==> src/hw/rtl/pfq_pkg.sv <==
// Shared types, codes and default sizes for the per-flow round-robin event queue.
// No dependencies; imported by every module of the block except pfq_ram.
package pfq_pkg;

  localparam int NUM_FLOWS_DEF  = 64;
  localparam int FLOW_DEPTH_DEF = 8;

  localparam int FUNC_W      = 2;
  localparam int SERVER_W    = 16;
  localparam int SESSION_W   = 32;
  localparam int KEY_W       = SERVER_W + SESSION_W;
  localparam int KIND_W      = 2;
  localparam int HANDLE_W    = 32;
  localparam int EV_W        = KIND_W + HANDLE_W;
  localparam int STATUS_W    = 3;
  localparam int TDATA_W     = 88;
  localparam int OUT_TUSER_W = STATUS_W + 1;

  typedef enum logic [1:0] {
    OP_ENQ = 2'd0,
    OP_DEQ = 2'd1,
    OP_REM = 2'd2,
    OP_NOP = 2'd3
  } op_t;

  localparam logic [STATUS_W-1:0] STAT_OK        = 3'd0;
  localparam logic [STATUS_W-1:0] STAT_EMPTY     = 3'd1;
  localparam logic [STATUS_W-1:0] STAT_TBL_FULL  = 3'd2;
  localparam logic [STATUS_W-1:0] STAT_FIFO_FULL = 3'd3;
  localparam logic [STATUS_W-1:0] STAT_REM_BUSY  = 3'd4;

  typedef struct packed {
    op_t                 op;
    logic [KEY_W-1:0]    key;
    logic [KIND_W-1:0]   kind;
    logic [HANDLE_W-1:0] handle;
  } cmd_t;

endpackage

==> src/hw/rtl/pfq_front.sv <==
// Front end: takes input transfers, classifies func into an operation and
// holds up to two decoded commands for the back end. Uses pfq_pkg.
module pfq_front (
  input  logic                         clk,
  input  logic                         rst_n,
  input  logic                         in_tvalid,
  output logic                         in_tready,
  input  logic [pfq_pkg::TDATA_W-1:0]  in_tdata,
  input  logic [pfq_pkg::FUNC_W-1:0]   in_tuser,
  output logic                         cmd_valid,
  output pfq_pkg::cmd_t                cmd,
  input  logic                         cmd_pop
);
  import pfq_pkg::*;

  cmd_t       q_r [2];
  logic [1:0] cnt_r, cnt_nxt;
  logic       wr_ptr_r, rd_ptr_r;
  cmd_t       dec;
  logic       push, pop;

  // func maps one to one onto the operation codes; the unused code is OP_NOP
  always_comb begin
    dec.op     = op_t'(in_tuser);
    dec.key    = in_tdata[KEY_W-1:0];
    dec.kind   = in_tdata[KEY_W +: KIND_W];
    dec.handle = in_tdata[KEY_W+KIND_W +: HANDLE_W];
  end

  assign in_tready = (cnt_r != 2'd2);
  assign cmd_valid = (cnt_r != 2'd0);
  assign cmd       = q_r[rd_ptr_r];
  assign push      = in_tvalid && in_tready;
  assign pop       = cmd_pop && cmd_valid;

  always_comb begin
    cnt_nxt = cnt_r;
    if (push && !pop) begin
      cnt_nxt = cnt_r + 2'd1;
    end else if (pop && !push) begin
      cnt_nxt = cnt_r - 2'd1;
    end
  end

  always_ff @(posedge clk) begin
    if (!rst_n) begin
      cnt_r    <= 2'd0;
      wr_ptr_r <= 1'b0;
      rd_ptr_r <= 1'b0;
    end else begin
      cnt_r <= cnt_nxt;
      if (push) begin
        wr_ptr_r <= ~wr_ptr_r;
      end
      if (pop) begin
        rd_ptr_r <= ~rd_ptr_r;
      end
    end
  end

  always_ff @(posedge clk) begin
    if (push) begin
      q_r[wr_ptr_r] <= dec;
    end
  end
endmodule

==> config.mk <==
export PLATFORM = sky130hd
export DESIGN_NAME = pfq_front
export DESIGN_NICKNAME = d
export VERILOG_FILES = /design/src/hw/rtl/pfq_pkg.sv /design/src/hw/rtl/pfq_front.sv
export SDC_FILE = /design/constraint.sdc
export NUM_CORES = 1
export LEC_CHECK = 0
export BUFFER_PORTS_ARGS = -buffer_cell sky130_fd_sc_hd__buf_2
export CORE_UTILIZATION = 46
export CTS_CLUSTER_SIZE = 8
export DETAILED_ROUTE_END_ITERATION = 8
export PLACE_DENSITY = 0.75
export SETUP_SLACK_MARGIN = 0.05
export SYNTH_ARGS = -nofsm -noshare
export SYNTH_HDL_FRONTEND = slang
export SYNTH_SLANG_ARGS = --single-unit
==> constraint.sdc <==
create_clock -name clk -period 3.2 [get_ports clk]
set_input_delay 0.32 -clock clk [delete_from_list [all_inputs] [get_ports clk]]
set_output_delay 0.32 -clock clk [all_outputs]
set_load 0.005 [all_outputs]
Word-level counts from Yosys, hierarchy flattened
Memories as Yosys holds them, arrays and structs flattened. A register that Yosys moved wholly into a read port is not among the register bits.
Index checks and enable logic that the tools add are counted.
Cells by class
  add/subtract/negate cells: 2
  equality and inequality tests: 1
  muxes and demuxes: 6
  bitwise logic cells: 2
  reductions and logical operators: 8
Operator list (number)
  1-bit logical AND: 4
  1-bit two-way mux: 4
  2-bit two-way mux: 2
  2-bit nonzero test: 2
  2-bit by 1-bit adder with 2-bit output, second input constant: 1
  1-bit logical NOT: 2
  2-bit != test, second input constant: 1
  1-bit NOT: 2
  2-bit by 1-bit subtractor with 2-bit output, second input constant: 1
Storage, ports and cells
  register bits: 4
  memory bits (writable): 168
  output and inout bits: 86
  word-level logic and storage cells: 23
  memories kept: 1
Memory list
  q_r: words 2, bits a word 84, read ports 1, clocked after memory_dff 1, write ports 1, line pfq_front.sv:16  | cmd_t q_r [2];

Longest topological paths before layout
  depth after elaboration: 6
  mapped depth: 6

Worst setup path before layout
No wires, ideal clock.
  path type: register to register
  start point: register cnt_r[0]
  end point: memory q_r[1][0] (netlist bit) (enable)
  library setup time: 452 ps
  arrival: 2561 ps
  data required time: 2748 ps
  slack: 187 ps
  cell stages (with the launch flop): 3
  buffers on the path: 0
  period minus slack after synthesis: 3013 ps
  path through: dfxtp_1 -> nand2b_4 -> and3_1
Between the ends
  longest elaborated chain between the ends: 4
Ends and longest elaborated chain
  start, declared: line pfq_front.sv:17  | logic [1:0] cnt_r, cnt_nxt;
  start signal, assigned: line pfq_front.sv:51  | cnt_r <= cnt_nxt;
  2-bit != test: line pfq_front.sv:30  | assign in_tready = (cnt_r != 2'd2);
  via in_tready: line pfq_front.sv:7  | output logic in_tready,
  1-bit logical AND: line pfq_front.sv:33  | assign push = in_tvalid && in_tready;
  1-bit two-way mux: line pfq_front.sv:62  | if (push) begin
  1-bit two-way mux (implied by the code): line pfq_front.sv:63  | q_r[wr_ptr_r] <= dec;
  end, declared: line pfq_front.sv:16
The timed path passes the listed nets, and every way through them passes these cells.

==> run summary <==
For this run, the number of Yosys warnings is 0. The count of unique library cells instantiated by Yosys is 21. Static timing analysis puts the maximum clock frequency at 427 MHz. In this run, CTS created clock tree buffers numbering 17.

Dividing the detail-routed via count by the number of cells gives 4.86. During I/O placement, the number of pins put on the boundary was 180. The die is 119 µm tall. The tools report the post-cts gate resize count as 0. STA classifies the critical path startpoint as a flop. In this run the number of H-tree levels came out at 4.

The signal on the critical path passes through buf_12, mux2_2, buf_2. The delay of the slowest critical-path stage is 760 ps, and the reported leakage power is 2.94 nW. The global-route usage over all layers was 15.3%; the switching share of total power was 24.6%. At the later pin of the worst-skew pair, clock insertion delay measures 410 ps. Counting along the longest clock path gives a buffer depth of 2.

In the final timing run, aggregate negative setup slack is 0 ps. The number of endpoints with negative hold slack in the final report is 0, and the clock period minus worst slack is 2340 ps. After filler insertion, the fill cell instance count of the layout stands at 1022. Setup repair after global routing left no endpoint under its margin.

After floorplanning, the core was divided into 42 placement rows. The relative contribution of the clock network to total power was 30.6%; the number of synthesized flops with an enable pin was 168. The tools report the via count of the first global-routing pass as 3324. In this run, the number of DRC markers left after iteration 0 of detailed routing was 146.

The total wire length after detailed routing is 10500 µm. STA puts the critical path data required time at 2880 ps. On the critical path the largest part of the delay comes from flip-flops. The tools report the count of final max-slew check failures as 0.

Standard cell with the maximum stage delay on the critical path: dfxtp_4. TritonCTS built the clock tree. The final critical path takes up 73.2% of the cycle.

Routability-driven placement finished with a final weighted congestion of 0.661. The sink count of the clock tree was 173. In this run the power density over the cells is 768 nW/µm².

VDD sags by at most 0.000393 V. Initial antenna violation count: 1. The floorplan step defined a die boundary enclosing 14200 µm².

Number of vias in the routed layout: 3206. The final layout contains 566 nets. The synthesized area per cell is 22.2 µm². The number of antenna diodes in the final layout is 0.

The final setup violation count was 0; the setup slack at placement was 1240 ps. Buffers inserted to repair hold after CTS numbered 0. The critical path contains buffers and inverters numbering 2 combined. In this run the horizontal extent of the chip is 119 µm.

The run gives 0 as the remaining number of nets flagged by the antenna check after routing. By startpoint and endpoint, the worst setup path is classified as reg -> out. The growth of design area from synthesis to finish is 25.6%. The run gives 285 as the number of instances in the synthesized netlist.

Synthesis inferred 173 register bits. For the maximum number of pins on one net before global-route repair, the log shows 54. After clock tree synthesis, the clock-pin slew on the worst setup and hold paths is 60 ps. The logs give 13300 µm² for the area of the core and 859 ps for the setup slack of the critical path after layout. The tools report the reported net switching power as 1.50 mW. Registers are responsible for 48.9% of the overall power. The clock arrives with 5.42 ps of skew. Number of detailed-routing iterations run before antenna repair: 4. For the worst setup path, the data arrival time is 2020 ps. Counting every net in the synthesized netlist gives 380. The tools report the post-detailed-route DRC marker count as 0. Synthesized area: 6320 µm². The wire-length estimate of the detail-placed layout is 6760 µm. The slew of the pin with the lowest slew margin came out at 629 ps.

In the synthesized netlist the dominant register cell turns out to be edfxtp_1. The critical-path maximum fanout was 45; the number of buffers added for setup after CTS was 0. The first global-routing pass estimated 16200 µm of wire.

The classification of the worst-slack hold path is in -> reg. The flow ran to the end, and the final reports show no timing, DRC or antenna violations. Headroom to the max-slew limit came out at 58.1%. The logs give 4.60 mW for the internal power contribution and 47.5% for the effective utilization at floorplan. Of the cells placed in the final design, the portion with a size suffix greater than 1 is 61.0%. Counting flops with an async set or reset pin after synthesis yields a share of 0%. The logs give 81.4% for the sequential area share after synthesis and 0 for the total global routing overflow.

Max-cap violations in this run came to 0. Combinational share of power: 20.5%. After detailed routing, the average wire length per cell comes to 15.9 µm.

During placement, the flow inserted port buffers numbering 173. STA classifies the critical path endpoint as an output pin. CTS placed an instance of clkbuf_16 at the clock tree root.
## cell usage in the layout (no fill, tap or decap), drive strengths merged
cell type,count
mux2,84
buf,176
or2,1
dfxtp,5
clkbuf,23
inv,1
a21boi,2
and3,1
xor2,1
clkinv,5
nand3b,1
or3,1
clkinvlp,4
nand2b,1
ha,1
and2,4
a21bo,1
xnor2,2
edfxtp,168
o21ai,2
## stage by stage
stage	util, %	total power [mW]	cells	cell area (µm²)	hold slack, ps
floorplan	-	3.79	285	6320	419
global placement	55.6	4.26	628	7390	508
detailed placement	55.6	4.30	628	7390	511
CTS	59.7	6.18	660	7940	71.3
global route	59.7	6.36	660	7940	70.7
finish	59.7	6.10	660	7940	89.4
## kinds of logic after synthesis
| group | count (synthesis) | share of synthesized area (%) |
|---|---|---|
| adders and majority gates | 1 | 0.198 |
| xor gates and xnor gates | 3 | 0.416 |
| buffers and inverters | 10 | 1.41 |
| muxes | 84 | 15.0 |
| and+or+nand+nor | 9 | 1.03 |
| DFF | 173 | 81.4 |
| AOI/OAI and AO/OA | 5 | 0.554 |
## synthesized netlist by cell type (all sizes together), types with 2 or more instances
| cell | number | area share [%] |
|---|---|---|
| xnor2 | 2 | 0.28 |
| o21ai | 2 | 0.16 |
| and2 | 4 | 0.40 |
| buf | 9 | 1.3 |
| dfxtp | 5 | 1.6 |
| edfxtp | 168 | 80 |
| a21boi | 2 | 0.24 |
| mux2 | 84 | 15 |
## area by class of cell
type                    instances  area [µm²]  share of cell area, %
clock buffers                  23         488                   6.15
clock inverters                 9        61.3                  0.772
inverters                       1        5.00                 0.0630
multi-input cells             102        1090                   13.7
flip-flops and latches        173        5150                   64.9
well taps                     176         220                   2.77
repair buffers                176         926                   11.7
## sequential cells by signal, indices dropped and copies added, names as in the netlist, named ones only
| register | cells |
|---|---|
| q_r | 168 |
| cnt_r | 2 |
| rd_ptr_r | 1 |
| wr_ptr_r | 1 |
## power by group through the flow
stage          clock network, mW  logic (mW)  registers, mW
2_1_floorplan                  0       0.838           2.95
3_3_place_gp                   0        1.25           3.02
3_5_place_dp                   0        1.27           3.04
4_1_cts                     1.91        1.28           2.99
5_1_grt                     1.98        1.36           3.02
6_report                    1.87        1.25           2.98
## path summary, 6_finish.rpt
check / start / slack [ps] / cells after the start / to
max: flop / 860 / 3 / cmd[83]
min: in_tdata[14] / 90 / 1 / q_r[1][48]
max reg2reg: cnt_r[0] / 1330 / 4 / q_r[0][25]
min reg2reg: cnt_r[1] / 570 / 2 / cnt_r[1]
## layer usage
layer / share of wire (%) / vias up / global-route usage, %
li1: - / 1504 / -
met1: 39 / 1567 / 16.6
met2: 52 / 118 / 26.3
met3: 7.9 / 15 / 5.99
met4: 1.7 / 2 / 6.65
met5: 0.18 / - / 0
No activity file was read; power rests on OpenSTA's default activity.
